<file path="config.mk">
export PLATFORM = sky130hd
export DESIGN_NAME = keypad_scan_debounce_flat
export DESIGN_NICKNAME = d
export VERILOG_FILES = /design/src/ksd_pkg.sv /design/src/ksd_if.sv /design/src/ksd_step.sv /design/src/keypad_scan_debounce.sv /design/src/flat_wrapper.sv
export SDC_FILE = /design/constraint.sdc
export NUM_CORES = 1
export LEC_CHECK = 0
export ABC_CLOCK_PERIOD_IN_PS = 3270
export BUFFER_PORTS_ARGS = -buffer_cell sky130_fd_sc_hd__buf_2
export CAP_MARGIN = 20
export CORE_UTILIZATION = 29
export DETAILED_ROUTE_END_ITERATION = 16
export MAX_ROUTING_LAYER = met4
export PLACE_DENSITY = 0.52
export SLEW_MARGIN = 20
export SYNTH_ARGS = -nofsm -noshare
export SYNTH_HDL_FRONTEND = slang
export SYNTH_SLANG_ARGS = --single-unit
</file>
<file path="constraint.sdc">
create_clock -name clk -period 3.27 [get_ports clk]
set_input_delay 0.327 -clock clk [delete_from_list [all_inputs] [get_ports clk]]
set_output_delay 0.327 -clock clk [all_outputs]
set_load 0.005 [all_outputs]
</file>
<file path="src/ksd_pkg.sv">
// ----------------------------------------------------------------------------
// ksd_pkg
// shared types, widths and constants of the keypad scanner with debounce
// ----------------------------------------------------------------------------
package ksd_pkg;

  localparam int ROWS    = 4;
  localparam int COLUMNS = 3;

  localparam int LINE_W  = 3;
  localparam int DRIVE_W = 4;
  localparam int CODE_W  = 8;
  localparam int CNT_W   = 8;
  localparam int ROW_W   = 2;
  localparam int COL_W   = 2;

  localparam logic [CNT_W-1:0] LIMIT_RESET = 8'h03;

  // ascii key codes, row by column
  localparam logic [CODE_W-1:0] KEY_TABLE [0:3][0:3] = '{
    '{8'h31, 8'h32, 8'h33, 8'h41},
    '{8'h34, 8'h35, 8'h36, 8'h42},
    '{8'h37, 8'h38, 8'h39, 8'h43},
    '{8'h2A, 8'h30, 8'h23, 8'h44}
  };

  typedef enum logic [3:0] {
    MODE_SCAN         = 4'b0001,
    MODE_WAIT_PRESS   = 4'b0010,
    MODE_RELEASE      = 4'b0100,
    MODE_WAIT_RELEASE = 4'b1000
  } mode_t;

  typedef struct packed {
    mode_t             mode;
    logic [ROW_W-1:0]  scan_row;
    logic [COL_W-1:0]  scan_column;
    logic [CNT_W-1:0]  debounce_count;
  } ksd_state_t;

  localparam ksd_state_t STATE_RESET = '{
    mode:           MODE_SCAN,
    scan_row:       '0,
    scan_column:    '0,
    debounce_count: '0
  };

  typedef struct packed {
    logic [DRIVE_W-1:0] row_drive;
    logic               key_valid;
    logic [CODE_W-1:0]  key_code;
  } ksd_result_t;

endpackage

</file>
<file path="src/ksd_if.sv">
// ----------------------------------------------------------------------------
// ksd_if
// valid/ready channels of the keypad scanner: column samples in, results out
// ----------------------------------------------------------------------------
interface ksd_in_if;
  import ksd_pkg::*;

  logic              valid;
  logic              ready;
  logic [LINE_W-1:0] column_lines;

  modport source (output valid, output column_lines, input ready);
  modport sink   (input valid, input column_lines, output ready);
endinterface

interface ksd_out_if;
  import ksd_pkg::*;

  logic               valid;
  logic               ready;
  logic [DRIVE_W-1:0] row_drive;
  logic               key_valid;
  logic [CODE_W-1:0]  key_code;

  modport source (output valid, output row_drive, output key_valid, output key_code,
                  input ready);
  modport sink   (input valid, input row_drive, input key_valid, input key_code,
                  output ready);
endinterface

</file>
<file path="src/ksd_step.sv">
// ----------------------------------------------------------------------------
// ksd_step
// next state and result of the scanner for one column sample
// ----------------------------------------------------------------------------
module ksd_step (
  input  ksd_pkg::ksd_state_t               state_i,
  input  logic [ksd_pkg::LINE_W-1:0]        column_lines_i,
  input  logic [ksd_pkg::CNT_W-1:0]         debounce_limit_i,
  output ksd_pkg::ksd_state_t               state_o,
  output ksd_pkg::ksd_result_t              result_o
);
  import ksd_pkg::*;

  localparam int PAD_W = 1 << COL_W;

  logic [PAD_W-1:0] lines_pad;
  logic             all_high;
  logic             wait_done;
  logic [CNT_W-1:0] count_step;

  // columns without an input line read as released
  assign lines_pad = {{(PAD_W-LINE_W){1'b1}}, column_lines_i};
  assign all_high  = &lines_pad[COLUMNS-1:0];

  assign wait_done  = state_i.debounce_count > debounce_limit_i;
  assign count_step = wait_done ? '0 : state_i.debounce_count + CNT_W'(1);

  always_comb begin
    state_o  = state_i;
    result_o = '0;
    unique case (state_i.mode)
      MODE_SCAN: begin
        if (!lines_pad[state_i.scan_column]) begin
          result_o.key_valid = 1'b1;
          result_o.key_code  = KEY_TABLE[state_i.scan_row][state_i.scan_column];
          state_o.mode       = MODE_WAIT_PRESS;
        end else begin
          state_o.scan_row    = (state_i.scan_row >= ROW_W'(ROWS-1)) ? '0
                                : state_i.scan_row + ROW_W'(1);
          state_o.scan_column = (state_i.scan_column >= COL_W'(COLUMNS-1)) ? '0
                                : state_i.scan_column + COL_W'(1);
        end
      end
      MODE_WAIT_PRESS: begin
        state_o.debounce_count = count_step;
        if (wait_done) begin
          state_o.mode = MODE_RELEASE;
        end
      end
      MODE_RELEASE: begin
        if (all_high) begin
          state_o.mode = MODE_WAIT_RELEASE;
        end
      end
      MODE_WAIT_RELEASE: begin
        state_o.debounce_count = count_step;
        if (wait_done) begin
          state_o.mode = MODE_SCAN;
        end
      end
      default: begin
        state_o.mode = MODE_SCAN;
      end
    endcase

    if (state_o.mode == MODE_SCAN) begin
      result_o.row_drive = ~(DRIVE_W'(1) << state_o.scan_row);
    end else begin
      result_o.row_drive = '0;
    end
  end

endmodule

</file>
<file path="src/keypad_scan_debounce.sv">
// ----------------------------------------------------------------------------
// keypad_scan_debounce
// 4x3 matrix keypad scanner with press and release debounce
// ----------------------------------------------------------------------------
// One item is one timer tick carrying the column lines sampled under the row
// drive of the previous result; each item gives exactly one result with the
// next row drive and, on a press, the key's ascii code. The block takes an
// item in every cycle while the output is not stalled: a column sample is
// registered in in_cols_r, the mode logic is combinational and the result
// is registered in out_res_r. The debounce threshold resets to 3; the user
// must write it through cfg_we/cfg_wdata only while no item is in flight,
// and the block itself does not enforce this.
module keypad_scan_debounce (
  input  logic                       clk,
  input  logic                       rst_n,
  ksd_in_if.sink                     in_ch,
  ksd_out_if.source                  out_ch,
  input  logic                       cfg_we,
  input  logic [ksd_pkg::CNT_W-1:0]  cfg_wdata
);
  import ksd_pkg::*;

  logic              in_valid_r;
  logic [LINE_W-1:0] in_cols_r;
  ksd_state_t        state_r;
  ksd_state_t        state_nxt;
  logic [CNT_W-1:0]  limit_r;
  logic              out_valid_r;
  ksd_result_t       out_res_r;
  ksd_result_t       res_nxt;
  logic              advance;

  assign advance     = !out_valid_r || out_ch.ready;
  assign in_ch.ready = !in_valid_r || advance;

  ksd_step u_step (
    .state_i          (state_r),
    .column_lines_i   (in_cols_r),
    .debounce_limit_i (limit_r),
    .state_o          (state_nxt),
    .result_o         (res_nxt)
  );

  always_ff @(posedge clk) begin
    if (!rst_n) begin
      in_valid_r  <= 1'b0;
      out_valid_r <= 1'b0;
      state_r     <= STATE_RESET;
      limit_r     <= LIMIT_RESET;
    end else begin
      if (cfg_we) begin
        limit_r <= cfg_wdata;
      end
      if (in_ch.ready) begin
        in_valid_r <= in_ch.valid;
      end
      if (advance) begin
        out_valid_r <= in_valid_r;
        if (in_valid_r) begin
          state_r <= state_nxt;
        end
      end
    end
  end

  // payload
  always_ff @(posedge clk) begin
    if (in_ch.ready && in_ch.valid) begin
      in_cols_r <= in_ch.column_lines;
    end
    if (advance && in_valid_r) begin
      out_res_r <= res_nxt;
    end
  end

  assign out_ch.valid     = out_valid_r;
  assign out_ch.row_drive = out_res_r.row_drive;
  assign out_ch.key_valid = out_res_r.key_valid;
  assign out_ch.key_code  = out_res_r.key_code;

endmodule

</file>
<file path="src/flat_wrapper.sv">
// flat-port wrapper written by rule: the top's interface ports become plain ports
module keypad_scan_debounce_flat import ksd_pkg::*;
  (clk, rst_n, cfg_we, cfg_wdata, in_ch_valid, in_ch_column_lines, in_ch_ready, out_ch_valid, out_ch_row_drive, out_ch_key_valid, out_ch_key_code, out_ch_ready);
  ksd_in_if in_ch_i ();
  ksd_out_if out_ch_i ();
  input  logic clk;
  input  logic rst_n;
  input  logic cfg_we;
  input  logic [ksd_pkg::CNT_W-1:0] cfg_wdata;
  input wire logic [$bits(in_ch_i.valid)-1:0] in_ch_valid;
  input wire logic [$bits(in_ch_i.column_lines)-1:0] in_ch_column_lines;
  output wire logic [$bits(in_ch_i.ready)-1:0] in_ch_ready;
  output wire logic [$bits(out_ch_i.valid)-1:0] out_ch_valid;
  output wire logic [$bits(out_ch_i.row_drive)-1:0] out_ch_row_drive;
  output wire logic [$bits(out_ch_i.key_valid)-1:0] out_ch_key_valid;
  output wire logic [$bits(out_ch_i.key_code)-1:0] out_ch_key_code;
  input wire logic [$bits(out_ch_i.ready)-1:0] out_ch_ready;
  assign in_ch_i.valid = in_ch_valid;
  assign in_ch_i.column_lines = in_ch_column_lines;
  assign in_ch_ready = in_ch_i.ready;
  assign out_ch_valid = out_ch_i.valid;
  assign out_ch_row_drive = out_ch_i.row_drive;
  assign out_ch_key_valid = out_ch_i.key_valid;
  assign out_ch_key_code = out_ch_i.key_code;
  assign out_ch_i.ready = out_ch_ready;
  keypad_scan_debounce u_core (.clk(clk), .rst_n(rst_n), .in_ch(in_ch_i), .out_ch(out_ch_i), .cfg_we(cfg_we), .cfg_wdata(cfg_wdata));
endmodule
</file>
Word-level counts from Yosys, hierarchy flattened
Cells that the tools add are included.

word-level totals
  flip-flop bits (word level) = 42
  bits of input ports = 16
  word-level logic and storage cells = 61

cells by class
  eq/ne operators = 5
  shifts and indexed selects = 1
  reductions and logical operators = 12
  $add $sub $neg = 3
  mux-type cells = 19
  bitwise logic cells = 4
  order comparisons = 6

operators by type and width
  kind                                                        number
  binary-select mux 32 bit (select 2 bit)                     1
  2-to-1 mux 32 bit                                           2
  2-to-1 mux 4 bit                                            6
  2-to-1 mux 8 bit                                            3
  binary-select mux 8 bit (select 2 bit)                      1
  one-hot mux 4 bit (4 select lines)                          1
  2-to-1 mux 9 bit                                            1
  adder 8 x 1 -> 8 bit, second input constant                 1
  == test 4 x 1 -> 1 bit, second input constant               2
  > comparator 8 bit                                          1
  greater-or-equal comparator 3 bit, second input constant    2
  inverter 2 -> 3 bit                                         2
  AND reduction 3 bit                                         2
  adder 2 x 1 -> 2 bit, second input constant                 2
  == test 4 x 2 -> 1 bit, second input constant               1
  == test 4 x 3 -> 1 bit, second input constant               1
  == test 4 bit, second input constant                        1
  greater-or-equal comparator 2 bit, second input constant    2
  2-to-1 mux 2 bit                                            2
  inverter 4 bit                                              1
  AND reduction 4 bit                                         1
  OR reduction 2 bit                                          2
  left shift 1 x 2 -> 4 bit, first input constant             1
  less-than comparator 2 x 3 -> 1 bit, second input constant  1
  7 further kinds                                             10

Longest topological paths before layout
  depth in word-level cells = 8
  depth in mapped cells = 9

Cells and area by module
A second synthesis with hierarchy kept.

second synthesis, totals
  cells, all modules = 256
  area total of the unflattened synthesis = 2473.6 um^2

modules (own cells, without submodules)
  module                instances  area each (um^2)  seq. area each (um^2)  cells an instance
  keypad_scan_debounce  1          1515.2            1001.0                 120
  ksd_step              1          958.4             0.0                    136

Least setup slack after synthesis
No wires, ideal clock.

  path type = register to register
  start = register u_core.limit_r[1]
  end = register u_core.state_r[5] (netlist name)
  arrival time = 1.687 ns
  buffers on the path = 1
  library setup time = 0.074 ns
  slack = 1.508 ns
  data required time = 3.196 ns
  period minus slack after synthesis = 1.762 ns
  stages on the path, launching flop included = 10
  cell sequence = dfxtp_1 > inv_1 > ha_1 > nor2b_1 > o211ai_1 > a21oi_1 > o22ai_2 > clkbuf_1 > nand3_1 > a31oi_1

between the ends
  longest elaborated chain between the ends = 2

RTL lines
  what                    RTL line                    source
  from (decl)             keypad_scan_debounce.sv:27  logic [CNT_W-1:0] limit_r;
  from (signal assigned)  keypad_scan_debounce.sv:52  limit_r <= cfg_wdata;
  > comparator 8 bit      ksd_step.sv:25              assign wait_done = state_i.debounce_count > debounce_limit_i;
  2-to-1 mux 8 bit        ksd_step.sv:26              assign count_step = wait_done ? '0 : state_i.debounce_count + CNT_W'(1);
  to (signal assigned)    keypad_scan_debounce.sv:60  state_r <= state_nxt;
  to (decl)               keypad_scan_debounce.sv:25  ksd_state_t state_r;

Every way passes these cells.
A chain may end at the register's enable or synchronous reset.

Final worst setup path
  start = register u_core.limit_r[1]
  end = register u_core.out_res_r, in the netlist u_core.out_ch.row_drive[0] (data pin)

between the ends
  longest elaborated chain between the ends = 4
  elaborated cells between the ends (all ways) = 5
  those cells by class = order compare (1); eq/ne (1); mux (3)

RTL lines
  what                                    RTL line                        source
  > comparator 8 bit (*)                  ksd_step.sv:25
  2-to-1 mux 4 bit (on tied branches)     ksd_step.sv:57, ksd_step.sv:46
  one-hot mux 4 bit (4 select lines) (*)  ksd_step.sv:31                  unique case (state_i.mode)
  == test 4 x 1 -> 1 bit (*)              ksd_step.sv:66                  if (state_o.mode == MODE_SCAN) begin
  to (signal assigned)                    keypad_scan_debounce.sv:72      out_res_r <= res_nxt;
  to (decl)                               keypad_scan_debounce.sv:29      ksd_result_t out_res_r;

Mark *: on every way between the ends. The rest lies on a longest branch, timed or not.

==> metrics.md <==
| Metric | Value |
|---|---|
| Outcome | finished, final reports clean |
| Cts repair resizes | 0 |
| CTS Hold Bufs | 0 |
| Post-synth EDFFs | 15 |
| Final std cells w/o fill | 364 |
| Initial Util | 30.2% |
| Finish-stage setup viols | 0 |
| Crit path kind | reg2reg |
| Worst-Margin Slew | 709 ps |
| Post-Route Utilization | 34.6% |
| Synth unique cells | 40 |
| Critical Path End Type | register |
| Crit-path max FO | 16 |
| Hold Violations, Final | 0 |
| Crit start category | register |
| Post-DP HPWL | 3060 um |
| Via/cell ratio | 4.70 |
| Yosys warns | 0 |
| Main flop type after synthesis | dfxtp_1 |
| Cells after DPL | 356 |
| Max cap viols | 0 |
| Final GP Congestion | 0.744 |
| Synth Cell Area | 2190 sq um |
| # nets final | 296 |
| Pin count of the biggest net entering global routing | 22 |
| Hold Crit Class | in2reg |
| Worst clock skew | 10.6 ps |
| Top achievable clock speed | 0.449 GHz |
| Diodes inserted | 0 |
| Root Buffer | clkbuf_8 |
| DRT Pass-1 Iters | 4 |
| Worst-skew pair later-pin latency | 300 ps |
| Post-CTS setup buffer count | 0 |
| Total power | 0.00111 W |
| Die X | 88.8 um |
| CP max stage delay | 510 ps |
| First-pass GRT wire length | 7120 um |
| CTS sink count | 41 |
| Die Height | 88.8 um |
| Critical-path cell list | inv_1 > ha_1 > nor2b_1 > o211ai_1 > a21oi_1 > o22ai_2 > a31o_1 > a211oi_1 |
| Grt ovf | 0 |
| GRT Total Usage | 12.1% |
| Synthesis-stage register bit count | 41 |
| Clock Tree Buf Depth | 2 |
| Synthesized instance count | 237 |
| Tcrit/Tclk final | 68.2% |
| DR iter-0 viols | 82 |
| Layout cell share with drive strength beyond 1 | 17.4% |
| Cell Pwr Density | 442 nW/um^2 |
| TritonCTS clock tree | yes |
| Final wirelength | 4240 um |
| Minimum clock period | 2230 ps |
| Residual DRC | 0 |
| Max_slew headroom | 52.7% |
| Via Count | 1,711 |
| Synth-to-Final Area Change | 14.6% |
| TNS Setup | 0 ps |
| Num rows | 31 |
| Max IR drop VDD | 0.000170 V |
| Critical Path RT | 3320 ps |
| Vias in the first global route | 1,516 |
| Routed Antenna Nets | 0 |
| Max Slew Vio Count | 0 |
| Ys async rst share | 0% |
| CP max-delay cell | o22ai_2 |
| Initial antenna violation count | 0 |
| Leading cell type in the layout, fill and taps excluded | nor2_1 |
| Core Box Area | 7250 sq um |
| Mapped Avg Cell Area | 9.23 sq um |
| Post-synthesis sequential area ratio | 44.4% |
| Leak | 0.978 nW |
| WL/cell | 11.6 um |
| Ports | 31 |
| Crit path DAT | 2280 ps |
| I/O Buffers | 29 |
| CTS clock-pin slew for the worst setup and hold paths | 90 ps |
| H-tree levels | 2 |
| Commonest cells after routing, fill and taps aside | 31 x nor2_1, 29 x buf_2, 26 x dfxtp_1, 19 x nand2_1, 16 x ha_1 |
| Num CTS Buffers | 5 |
| DIE AREA | 7890 sq um |
| RSZ-0062 raised after global routing | false |
power by group:
part	internal [W]	switching, W	leakage (nW)
sequential	0.000562	0.0000266	0.355
clock	0.000154	0.000200	0.0447
combinational	0.0000683	0.0000981	0.579
registers in the layout (all words and copies together) (netlist names):
name	count
u_core.limit_r	8
u_core.out_ch.row_drive	4
u_core.in_valid_r	1
u_core.out_ch.key_valid	1
u_core.in_cols_r	3
u_core.out_ch.valid	1
u_core.state_r	16
u_core.out_ch.key_code	7
stage by stage:
stage | worst slack [ps] | area [sq um] | hold slack [ps]
after floorplan | 1510 | 2190 | 389
after global placement | 1080 | 2410 | 476
after detailed placement | 1040 | 2410 | 470
after CTS | 1040 | 2510 | 188
after global routing | 871 | 2510 | 184
final | 1040 | 2510 | 195
synth_stat cells, drive strengths merged, types with 2 or more instances:
cell type,number,area share [%]
nor2b,5,1.4
nor2,32,6.2
a211oi,5,1.7
dfxtp,26,24
inv,17,2.9
clkbuf,5,0.86
edfxtp,15,21
buf,5,1.3
nor3b,2,0.69
a21oi,15,3.4
and2,2,0.57
mux2i,12,5.5
a31oi,8,2.3
o211ai,3,1.0
nand3,13,3.0
nor3,6,1.4
a221oi,3,1.2
ha,16,9.2
nand2b,2,0.92
o22ai,2,1.1
nand4,3,0.86
nand2,19,3.3
o21ai,9,2.1
kinds of logic (layout without fill, tap and decap cells):
| group | count (synthesis) | count (layout) | synth area share (%) |
|---|---|---|---|
| adders and majority gates | 16 | 16 | 9.15 |
| DFF | 41 | 41 | 44.4 |
| buffers and inverters | 27 | 54 | 5.03 |
| muxes | 13 | 13 | 6.01 |
| and+or+nand+nor | 90 | 90 | 20.7 |
| xor gates and xnor gates | 2 | 2 | 0.801 |
| other | 1 | 2 | 0.171 |
| AOI/OAI and AO/OA | 47 | 47 | 13.7 |
per-layer routing:
metal | vias up | routed length (um) | global-route usage [%]
li1 | 893 | - | -
met5 | - | 0 | -
met4 | 0 | 67 | 4.40
met2 | 47 | 1860 | 18.1
met1 | 763 | 2100 | 16.0
met3 | 8 | 208 | 2.61
final cells by class:
| cell class | instances | area [sq um] |
|---|---|---|
| multi-input cells | 170 | 1110 |
| clock inverters | 3 | 25.0 |
| well taps | 99 | 124 |
| inverters | 17 | 63.8 |
| repair buffers | 29 | 145 |
| fillers | 774 | 4750 |
| clock buffers | 5 | 68.8 |
| flip-flops and latches | 41 | 971 |
final timing paths:
kind / start / endpoint / slack [ps] / cells past startpoint
worst max-delay path: u_core.limit_r[1] / u_core.out_ch.row_drive[0] / 1040 / 8
worst min-delay path: in_ch_column_lines[0] / u_core.in_cols_r[0] / 200 / 1
worst max register to register: u_core.limit_r[1] / u_core.out_ch.row_drive[0] / 1040 / 8
worst min register to register: u_core.limit_r[0] / u_core.limit_r[0] / 480 / 2
critical path, delay by kind of cell, from the launching register on:
| family | cells | cell delay, ps |
|---|---|---|
| and+or+nand+nor | 1 | 130 |
| adders and majority gates | 1 | 290 |
| buffers and inverters | 1 | 50 |
| AOI/OAI and AO/OA | 5 | 1200 |
| DFF | 1 | 310 |
(Power assumes the default switching activity.)
